--- config.mk ---
export PLATFORM = sky130hd
export DESIGN_NAME = nearest_neighbor_blit_address
export DESIGN_NICKNAME = d
export VERILOG_FILES = /design/src/hw/rtl/nnba_pkg.sv /design/src/hw/rtl/nearest_neighbor_blit_address.sv
export SDC_FILE = /design/constraint.sdc
export NUM_CORES = 2
export LEC_CHECK = 0
export ABC_AREA = 0
export BUFFER_PORTS_ARGS = -buffer_cell sky130_fd_sc_hd__buf_4
export CAP_MARGIN = 20
export CELL_PAD_IN_SITES_DETAIL_PLACEMENT = 0
export CELL_PAD_IN_SITES_GLOBAL_PLACEMENT = 1
export CORE_UTILIZATION = 30
export CTS_BUF_LIST = sky130_fd_sc_hd__clkbuf_16
export CTS_CLUSTER_DIAMETER = 100
export DETAILED_ROUTE_END_ITERATION = 7
export PLACE_DENSITY = 0.55
export SETUP_SLACK_MARGIN = 0.4
export SLEW_MARGIN = 10
export SYNTH_ARGS = -nofsm -noshare
export SYNTH_HDL_FRONTEND = slang
export SYNTH_SLANG_ARGS = --single-unit
--- constraint.sdc ---
create_clock -name clk -period 10.8 [get_ports clk]
set_input_delay 1.62 -clock clk [delete_from_list [all_inputs] [get_ports clk]]
set_output_delay 1.62 -clock clk [all_outputs]
set_load 0.01 [all_outputs]
--- src/hw/rtl/nnba_pkg.sv ---
package nnba_pkg;

  localparam int COORD_W           = 13;
  localparam int DIM_REG_W         = 14;
  localparam int OFFSET_W          = 15;
  localparam int IDX_W             = 26;
  localparam int CFG_DATA_W        = 15;
  localparam int CFG_INDEX_W       = 3;
  localparam int MAX_DIMENSION_DEF = 8192;

  typedef enum logic [CFG_INDEX_W-1:0] {
    REG_SOURCE_WIDTH  = 3'd0,
    REG_SOURCE_HEIGHT = 3'd1,
    REG_DEST_WIDTH    = 3'd2,
    REG_DEST_HEIGHT   = 3'd3,
    REG_OFFSET_X      = 3'd4,
    REG_OFFSET_Y      = 3'd5,
    REG_CANVAS_WIDTH  = 3'd6,
    REG_CANVAS_HEIGHT = 3'd7
  } cfg_reg_t;

  typedef struct packed {
    logic [COORD_W-1:0] column;
    logic [COORD_W-1:0] row;
  } in_t;

  typedef struct packed {
    logic [IDX_W-1:0] source_index;
    logic [IDX_W-1:0] dest_index;
    logic             write_enable;
  } out_t;

endpackage

--- src/hw/rtl/nearest_neighbor_blit_address.sv ---
// Channel    Ports                          Handshake
// ---------  -----------------------------  ------------------------------------
// input      start, busy, in_data           accepted when start && !busy
// result     out_valid, out_data            one-cycle strobe, no back-pressure
// config     cfg_we, cfg_index, cfg_data    written when cfg_we is high
//
// Fully pipelined: one transaction per clock, busy is always low.
// The scaling divide is a restoring divider with one quotient bit per stage,
// which sets the pipeline depth.
// rst_n (synchronous) clears valid bits and loads register defaults.
// The receiver cannot stall; results leave on the cycle they finish.
module nearest_neighbor_blit_address #(
  parameter int MAX_DIMENSION = nnba_pkg::MAX_DIMENSION_DEF
) (
  input  logic                             clk,
  input  logic                             rst_n,
  input  logic                             start,
  output logic                             busy,
  input  nnba_pkg::in_t                    in_data,
  output logic                             out_valid,
  output nnba_pkg::out_t                   out_data,
  input  logic                             cfg_we,
  input  logic [nnba_pkg::CFG_INDEX_W-1:0] cfg_index,
  input  logic [nnba_pkg::CFG_DATA_W-1:0]  cfg_data
);
  import nnba_pkg::*;

  localparam int DW  = $clog2(MAX_DIMENSION + 1);  // saturated dimension
  localparam int QW  = $clog2(MAX_DIMENSION);      // quotient, below source dim
  localparam int NW  = COORD_W + DW;               // coord * source dim
  localparam int PW  = OFFSET_W + DW;              // canvas row * pitch
  localparam int SPW = QW + DW;                    // source row * pitch

  function automatic logic [DW-1:0] sat_dim(input logic [DIM_REG_W-1:0] v);
    logic [DW-1:0] res;
    if (v == '0) begin
      res = DW'(1);
    end else if (32'(v) > 32'(MAX_DIMENSION)) begin
      res = DW'(MAX_DIMENSION);
    end else begin
      res = DW'(v);
    end
    return res;
  endfunction

  // configuration, dimensions stored already saturated
  logic [DW-1:0]              sw_r, sh_r, dw_r, dh_r, cw_r, ch_r;
  logic signed [OFFSET_W-1:0] ox_r, oy_r;

  always_ff @(posedge clk) begin
    if (!rst_n) begin
      sw_r <= DW'(1);
      sh_r <= DW'(1);
      dw_r <= DW'(1);
      dh_r <= DW'(1);
      cw_r <= DW'(1);
      ch_r <= DW'(1);
      ox_r <= '0;
      oy_r <= '0;
    end else if (cfg_we) begin
      case (cfg_index)
        REG_SOURCE_WIDTH:  sw_r <= sat_dim(cfg_data[DIM_REG_W-1:0]);
        REG_SOURCE_HEIGHT: sh_r <= sat_dim(cfg_data[DIM_REG_W-1:0]);
        REG_DEST_WIDTH:    dw_r <= sat_dim(cfg_data[DIM_REG_W-1:0]);
        REG_DEST_HEIGHT:   dh_r <= sat_dim(cfg_data[DIM_REG_W-1:0]);
        REG_OFFSET_X:      ox_r <= $signed(cfg_data[OFFSET_W-1:0]);
        REG_OFFSET_Y:      oy_r <= $signed(cfg_data[OFFSET_W-1:0]);
        REG_CANVAS_WIDTH:  cw_r <= sat_dim(cfg_data[DIM_REG_W-1:0]);
        REG_CANVAS_HEIGHT: ch_r <= sat_dim(cfg_data[DIM_REG_W-1:0]);
        default: ;
      endcase
    end
  end

  assign busy = 1'b0;

  logic accept;
  assign accept = start && !busy;

  // ---------------- stage 1: capture, canvas coordinates
  logic                      v1_r;
  logic [COORD_W-1:0]        col1_r, row1_r;
  logic signed [OFFSET_W:0]  cx1_r, cy1_r;
  logic signed [OFFSET_W:0]  cx_nxt, cy_nxt;

  always_comb begin
    cx_nxt = (OFFSET_W+1)'(ox_r) + $signed({3'b000, in_data.column});
    cy_nxt = (OFFSET_W+1)'(oy_r) + $signed({3'b000, in_data.row});
  end

  always_ff @(posedge clk) begin
    if (!rst_n) begin
      v1_r <= 1'b0;
    end else begin
      v1_r <= accept;
    end
  end

  always_ff @(posedge clk) begin
    col1_r <= in_data.column;
    row1_r <= in_data.row;
    cx1_r  <= cx_nxt;
    cy1_r  <= cy_nxt;
  end

  // ---------------- stage 2 (divider stage 0): products, clamps, clipping
  logic [NW-1:0] nc_nxt, nr_nxt;
  logic          inside_nxt;

  always_comb begin
    nc_nxt     = NW'(col1_r) * NW'(sw_r);
    nr_nxt     = NW'(row1_r) * NW'(sh_r);
    inside_nxt = !cx1_r[OFFSET_W] && !cy1_r[OFFSET_W] &&
                 (32'(cx1_r[OFFSET_W-1:0]) < 32'(cw_r)) &&
                 (32'(cy1_r[OFFSET_W-1:0]) < 32'(ch_r));
  end

  // divider pipeline, index k = stage after k quotient steps
  logic          dv_r   [QW+1];
  logic [DW-1:0] rc_r   [QW+1];
  logic [DW-1:0] rr_r   [QW+1];
  logic [QW-1:0] loc_r  [QW+1];
  logic [QW-1:0] lor_r  [QW+1];
  logic [QW-1:0] qc_r   [QW+1];
  logic [QW-1:0] qr_r   [QW+1];
  logic          clc_r  [QW+1];  // column at or beyond dest width
  logic          clr_r  [QW+1];
  logic [PW-1:0]       dprod_r;
  logic [OFFSET_W-1:0] dcx_r;
  logic                din_r;
  logic [IDX_W-1:0]    didx_r [QW];
  logic                dwe_r  [QW];

  always_ff @(posedge clk) begin
    if (!rst_n) begin
      for (int k = 0; k <= QW; k++) begin
        dv_r[k] <= 1'b0;
      end
    end else begin
      dv_r[0] <= v1_r;
      for (int k = 1; k <= QW; k++) begin
        dv_r[k] <= dv_r[k-1];
      end
    end
  end

  always_ff @(posedge clk) begin
    dprod_r  <= PW'(cy1_r[OFFSET_W-1:0]) * PW'(cw_r);
    dcx_r    <= cx1_r[OFFSET_W-1:0];
    din_r    <= inside_nxt;
  end

  // one restoring step per stage for both coordinates
  logic [DW:0]   tc [QW], tr [QW];
  logic          gec [QW], ger [QW];

  always_comb begin
    for (int k = 0; k < QW; k++) begin
      tc[k]  = {rc_r[k], loc_r[k][QW-1]};
      tr[k]  = {rr_r[k], lor_r[k][QW-1]};
      gec[k] = tc[k] >= {1'b0, dw_r};
      ger[k] = tr[k] >= {1'b0, dh_r};
    end
  end

  always_ff @(posedge clk) begin
    rc_r[0]  <= DW'(nc_nxt[NW-1:QW]);
    rr_r[0]  <= DW'(nr_nxt[NW-1:QW]);
    loc_r[0] <= nc_nxt[QW-1:0];
    lor_r[0] <= nr_nxt[QW-1:0];
    qc_r[0]  <= '0;
    qr_r[0]  <= '0;
    clc_r[0] <= 32'(col1_r) >= 32'(dw_r);
    clr_r[0] <= 32'(row1_r) >= 32'(dh_r);
    for (int k = 1; k <= QW; k++) begin
      rc_r[k]  <= gec[k-1] ? DW'(tc[k-1] - {1'b0, dw_r}) : DW'(tc[k-1]);
      rr_r[k]  <= ger[k-1] ? DW'(tr[k-1] - {1'b0, dh_r}) : DW'(tr[k-1]);
      loc_r[k] <= loc_r[k-1] << 1;
      lor_r[k] <= lor_r[k-1] << 1;
      qc_r[k]  <= {qc_r[k-1][QW-2:0], gec[k-1]};
      qr_r[k]  <= {qr_r[k-1][QW-2:0], ger[k-1]};
      clc_r[k] <= clc_r[k-1];
      clr_r[k] <= clr_r[k-1];
    end
    didx_r[0] <= din_r ? IDX_W'(dprod_r + PW'(dcx_r)) : '0;
    dwe_r[0]  <= din_r;
    for (int k = 1; k < QW; k++) begin
      didx_r[k] <= didx_r[k-1];
      dwe_r[k]  <= dwe_r[k-1];
    end
  end

  // ---------------- clamp and source row product
  logic             vs_r;
  logic [SPW-1:0]   sprod_r;
  logic [QW-1:0]    sc_r;
  logic [IDX_W-1:0] sdidx_r;
  logic             swe_r;
  logic [QW-1:0]    sc_nxt, sr_nxt;

  always_comb begin
    sc_nxt = clc_r[QW] ? QW'(sw_r - DW'(1)) : qc_r[QW];
    sr_nxt = clr_r[QW] ? QW'(sh_r - DW'(1)) : qr_r[QW];
  end

  always_ff @(posedge clk) begin
    if (!rst_n) begin
      vs_r      <= 1'b0;
      out_valid <= 1'b0;
    end else begin
      vs_r      <= dv_r[QW];
      out_valid <= vs_r;
    end
  end

  always_ff @(posedge clk) begin
    sprod_r <= SPW'(sr_nxt) * SPW'(sw_r);
    sc_r    <= sc_nxt;
    sdidx_r <= didx_r[QW-1];
    swe_r   <= dwe_r[QW-1];
    out_data.source_index <= IDX_W'(sprod_r + SPW'(sc_r));
    out_data.dest_index   <= sdidx_r;
    out_data.write_enable <= swe_r;
  end

endmodule

**Word level (Yosys, flattened, before mapping)**

Memory sizes are Yosys's and may differ from the RTL's. A register that Yosys moved wholly into a read port is not among the register bits.
Index checks and enable logic that the tools add are counted.

- Memories: 11
- Output and inout port bits: 55
- Bits in registers: 308
- Word-level logic and storage cells: 184
- Bits of input ports: 48
- Bits in writable memories: 1513

- Bitwise gates (word level): 14
- Order comparisons: 31
- Add/sub/neg operators: 32
- Multipliers: 4
- Reduce and logical (&&, ||, !) cells: 16
- Mux-type cells: 47
- Equality and inequality tests: 7

Memory list:

| name | depth | bits a word | rd ports | clocked after memory_dff | write ports | line | RTL |
|---|---|---|---|---|---|---|---|
| didx_r | 13 | 26 | 13 | 1 | 13 | nearest_neighbor_blit_address.sv:131 | `logic [IDX_W-1:0] didx_r [QW];` |
| rc_r | 14 | 14 | 13 | 0 | 14 | nearest_neighbor_blit_address.sv:120 | `logic [DW-1:0] rc_r [QW+1];` |
| rr_r | 14 | 14 | 13 | 0 | 14 | nearest_neighbor_blit_address.sv:121 | `logic [DW-1:0] rr_r [QW+1];` |
| loc_r | 14 | 13 | 13 | 0 | 14 | nearest_neighbor_blit_address.sv:122 | `logic [QW-1:0] loc_r [QW+1];` |
| lor_r | 14 | 13 | 13 | 0 | 14 | nearest_neighbor_blit_address.sv:123 | `logic [QW-1:0] lor_r [QW+1];` |
| qc_r | 14 | 13 | 14 | 0 | 14 | nearest_neighbor_blit_address.sv:124 | `logic [QW-1:0] qc_r [QW+1];` |
| 5 more memories | n/a | n/a | n/a | n/a | n/a | n/a |  |

Operator list:

| operator | count |
|---|---|
| 14-bit 2-to-1 mux | 28 |
| 15-bit by 14-bit greater-or-equal comparator with 1-bit output | 26 |
| 14-bit subtractor | 26 |
| 13-bit by 14-bit multiplier with 27-bit output | 2 |
| 15-bit by 14-bit adder with 16-bit output | 2 |
| 15-bit by 14-bit < comparator with 1-bit output | 2 |
| 13-bit by 14-bit greater-or-equal comparator with 1-bit output | 2 |
| 26-bit by 13-bit adder with 26-bit output | 1 |
| 26-bit by 15-bit adder with 26-bit output | 1 |
| 13-bit by 14-bit multiplier with 26-bit output | 1 |
| 15-bit by 14-bit multiplier with 26-bit output | 1 |
| 13-bit 2-to-1 mux | 2 |
| 26-bit 2-to-1 mux | 1 |
| 13-bit by 1-bit subtractor with 13-bit output (second input constant) | 2 |
| 1-bit 2-to-1 mux | 16 |
| 2-bit AND reduction | 8 |
| 14-bit greater-than comparator (second input constant) | 1 |
| 14-bit zero test | 1 |
| 1-bit OR | 14 |
| 3-bit == test (second input constant) | 4 |
| 3-bit by 2-bit == test with 1-bit output (second input constant) | 2 |
| 3-bit by 1-bit == test with 1-bit output (second input constant) | 1 |
| 1-bit logical AND | 3 |
| 1-bit zero test | 3 |
| 3-bit zero test | 1 |

**Longest topological paths before layout**

- Depth after elaboration: 4
- Depth in mapped cells: 27
- Gate-level depth less buffers: 26

**Least setup slack after synthesis**

OpenSTA, ideal clock, no wires.

- Path kind: register -> register
- Start: register sh_r[4]
- End: register sprod_r[21]
- Stages on the path, launching flop included: 25
- Data required time: 10.728 ns
- Library setup time: 0.072 ns
- Data arrival time: 6.518 ns
- Slack: 4.210 ns
- Cells stage by stage: dfxtp_1 > clkbuf_1 > or4_1 > nor4_1 > nand2_1 > xor2_1 > a21oi_1 > clkbuf_1 > nand2_1 > fa_1 > fa_1 > inv_1 > fa_1 > fa_1 > inv_1 > fa_1 > inv_1 > ha_1 > a21o_1 > a221oi_1 > o21ai_0 > o21bai_1 > or2_2 > a41oi_1 > xnor2_1

- Longest elaborated chain between the ends: 3

Ends and longest elaborated chain:

| what | line | RTL |
|---|---|---|
| start: declaration | nearest_neighbor_blit_address.sv:47 | `logic [DW-1:0] sw_r, sh_r, dw_r, dh_r, cw_r, ch_r;` |
| start signal: assignment | nearest_neighbor_blit_address.sv:63 | `REG_SOURCE_HEIGHT: sh_r <= sat_dim(cfg_data[DIM_REG_W-1:0]);` |
| 13-bit by 1-bit subtractor with 13-bit output | nearest_neighbor_blit_address.sv:203 | `sr_nxt = clr_r[QW] ? QW'(sh_r - DW'(1)) : qr_r[QW];` |
| 13-bit 2-to-1 mux | nearest_neighbor_blit_address.sv:203 |  |
| 13-bit by 14-bit multiplier with 26-bit output | nearest_neighbor_blit_address.sv:217 | `sprod_r <= SPW'(sr_nxt) * SPW'(sw_r);` |
| end signal: assignment | nearest_neighbor_blit_address.sv:217 |  |
| end: declaration | nearest_neighbor_blit_address.sv:195 | `logic [SPW-1:0] sprod_r;` |

No other way between the ends.
A chain may end at the register's enable or synchronous reset.

**Worst setup path in the final report**

- Start: register sh_r[3]
- End: register sprod_r[21]

Same word-level chain as after synthesis.

==> out/metrics.cfg <==
[status]
status=complete, no violations

[cts]
htree_levels=4
post_cts_resized=0
clock_sinks=1457
clkTransAtPathRegs_ps=60
cts_setup_buffers=0
ctsHoldBuffers=0
insertion_delay_ps=830
cts_tree=built
cts-root-buf=clkbuf_16
clock_path_buffers=3
cts_made_buffers=161

[global_routing]
grt_first_pass_wirelength_um=318000
grt_max_degree=82
antenna_found_initial=13
grt_overflow=0
use_met3=0.0192
grt_pass1_vias=55900
grtUsageMet1=0.207
grt-busiest-layer=met2
grtUsageMet2=0.254
track_usage=0.152

[critical_path]
cp.depth=21
cp_slowest_stage_delay_ps=880
criticalPathCategory=flip-flop to flip-flop
crit_fanout=19
rr_startpoint=sh_r[3]$_SDFFE_PN0P_
crit_end=sprod_r[21]$_DFF_P_
worstPathArrival_ps=8620
worstReg2RegEnd=sprod_r[21]$_DFF_P_
crit_path_end_kind=flip-flop
path_buf_inv=3
cp-startpoint=sh_r[3]$_SDFFE_PN0P_
r2r_slack_ps=2910
worstPathCellList=or4_1, nor4_1, xnor2_1, a21oi_1, nand2_1, fa_1, fa_1, inv_1, fa_1, fa_1, inv_1, fa_1, inv_1, ha_1, a21o_1, a221oi_1, o21ai_0, o21bai_1, or2_2, a41oi_1, xnor2_1
critPathSlowestCell=a21oi_1
crit_top_cell=fa_1
reg2reg_depth=21
critical_path.top_delay_family=adder cells
startpoint_type=flip-flop
critPathRequiredTime_ps=11530

[flow_run]
maxCapViolCount=0

[die]
num_rows=188
start_util=0.302
die_w_um=516
coreArea_mm2=0.263
die-area_mm2=0.267
die_y_um=516
ioPinCount=103

[synthesis]
syn_area_per_cell_um2=9.81
netlist_area_mm2=0.0794
synth_edf_count=0
yosysUniqueCellTypes=76
yosys_warnings=0
synth_top_flop_cell=dfxtp_1
ys_ff_latch=1457
synthesis.nets=9474
async_flop_share=0
synth_cells=8091
synth-seq-area-share=0.367

[timing]
clock_skew_ps=49.2
slew_violations=0
worst_slew_pin_slew_ps=1150
setup_viol=0
rsz0062_at_grt=false
fin_tns_setup_ps=0
hold_violations=0
post-route-period-util=0.731
fin_ws_ps=2910
period_needed_ps=7890
relSlewSlack=0.230
fmax_ghz=0.127

[detailed_routing]
route.vias.total=54400
drt_iter0_drc=2626
dr.pass1.iters=5
drt-total-wl_um=201000
ant_nets=0
drc=0
vias_per_cell=4.59
wire_per_inst_um=17.0

[pwr]
leakage_nw=40.0
p_per_area_mw_per_mm2=234
ir_worst_vdd_v=0.000146

[placed_design]
dpl.hpwl_um=150000
routabilityCongestion=0.792
dpl_worst_slack_ps=2930
io_buffers=101

[finish]
final_cell_mix=dfxtp_1 (1455), inv_1 (912), nand2_1 (889), ha_1 (761), fa_1 (574)
mostFrequentLayoutCell=dfxtp_1
nets=9579
utilization=0.342
drive_gt1_frac=0.0818
area_growth_pct=13.1

[worst_hold_path]
worstHoldPathType=flip-flop to flip-flop

[power by group]
| part | switching [W] | total (W) | internal (W) |
|---|---|---|---|
| Sequential | 0.000679 | 0.00740 | 0.00672 |
| Combinational | 0.00425 | 0.00798 | 0.00373 |
| Clock | 0.00238 | 0.00565 | 0.00327 |
[cell families (layout without fill, tap and decap cells)]
family,Yosys count,count (layout),share of synthesized area
and+or+nand+nor,2292,2292,0.137
DFF,1457,1457,0.367
adders and majority gates,1335,1335,0.265
AOI/OAI and AO/OA,1300,1300,0.107
buffers and inverters,1135,1372,0.0541
xor gates and xnor gates,358,358,0.0395
muxes,213,213,0.0299
other,1,7,0.0000472
[metrics by stage]
| step | cell area [um2] | hold WS (ps) | power [W] | cells |
|---|---|---|---|---|
| floorplan | 79400 | 310 | 0.0135 | 8091 |
| global placement | 84200 | 310 | 0.0155 | 11500 |
| detailed placement | 84200 | 312 | 0.0155 | 11500 |
| CTS | 89700 | 281 | 0.0213 | 11800 |
| global route | 89800 | 302 | 0.0226 | 11800 |
| finish | 89800 | 289 | 0.0210 | 11800 |
[how the worst min path moves through the flow]
stage / endpoint / depth (start not counted) / startpoint
after global placement: didx_r[8][20]$_DFF_P_ / 0 / didx_r[7][20]$_DFF_P_
after detailed placement: clc_r[0][7]$_DFF_P_ / 0 / clc_r[0][6]$_DFF_P_
after CTS: qc_r[1][16]$_DFF_P_ / 0 / qc_r[1][2]$_DFF_P_
final: loc_r[0][20]$_DFF_P_ / 0 / loc_r[0][6]$_DFF_P_
after floorplan: clc_r[0][1]$_DFF_P_ / 0 / clc_r[0][0]$_DFF_P_
after global routing: lor_r[2][22]$_DFF_P_ / 0 / lor_r[2][8]$_DFF_P_
[sequential cells by signal (all words and copies together) (netlist names), 16 cells and up]
| register | cells |
|---|---|
| rr_r | 182 |
| qr_r | 91 |
| cy1_r | 16 |
| sdidx_r | 26 |
| rc_r | 182 |
| didx_r | 338 |
| cx1_r | 16 |
| out_data | 53 |
| qc_r | 91 |
| lor_r | 91 |
| dprod_r | 26 |
| loc_r | 91 |
| sprod_r | 26 |
[final cells by class]
class / count / area [um2]
fill: 26800 / 173000
sequential: 1457 / 29200
tap: 3515 / 4400
multi-input combinational: 5499 / 45900
clock buffer: 162 / 4050
inverter: 897 / 3370
clock inverter: 133 / 1460
timing repair buffer: 180 / 1370
antenna: 6 / 15.0
[synth_stat cells, drive strengths merged (14+ instances only)]
master | count | area [um2]
fa | 574 | 11500
nor2b | 104 | 658
mux2 | 172 | 1960
nand2b | 82 | 513
ha | 761 | 9520
xor2 | 94 | 823
a31o | 18 | 166
a21o | 136 | 1020
a21boi | 144 | 1080
o21bai | 23 | 173
or2 | 41 | 257
inv | 897 | 3370
dfxtp | 1457 | 29200
and2 | 328 | 2050
nor4 | 32 | 200
nor2 | 385 | 1450
a211o | 14 | 123
o21ai | 223 | 1120
a311oi | 20 | 175
nand3 | 84 | 420
nor3 | 157 | 786
o31ai | 16 | 120
a21oi | 382 | 1910
xnor2 | 264 | 2310
mux2i | 41 | 410
buf | 25 | 131
clkbuf | 213 | 800
o211ai | 32 | 240
o21a | 71 | 533
a31oi | 40 | 250
a211oi | 72 | 541
nand4 | 75 | 469
nand2 | 889 | 3340
or3 | 47 | 294
a221oi | 17 | 149
and3 | 36 | 225
[routing by layer]
| layer | routed length [um] | vias up | part of all wire |
|---|---|---|---|
| li1 | - | 27100 | - |
| met5 | 0 | - | 0 |
| met1 | 97500 | 26300 | 0.48 |
| met2 | 93300 | 743 | 0.46 |
| met4 | 4710 | 0 | 0.023 |
| met3 | 5790 | 281 | 0.029 |
Note: power is estimated with default switching activity, not from simulation.
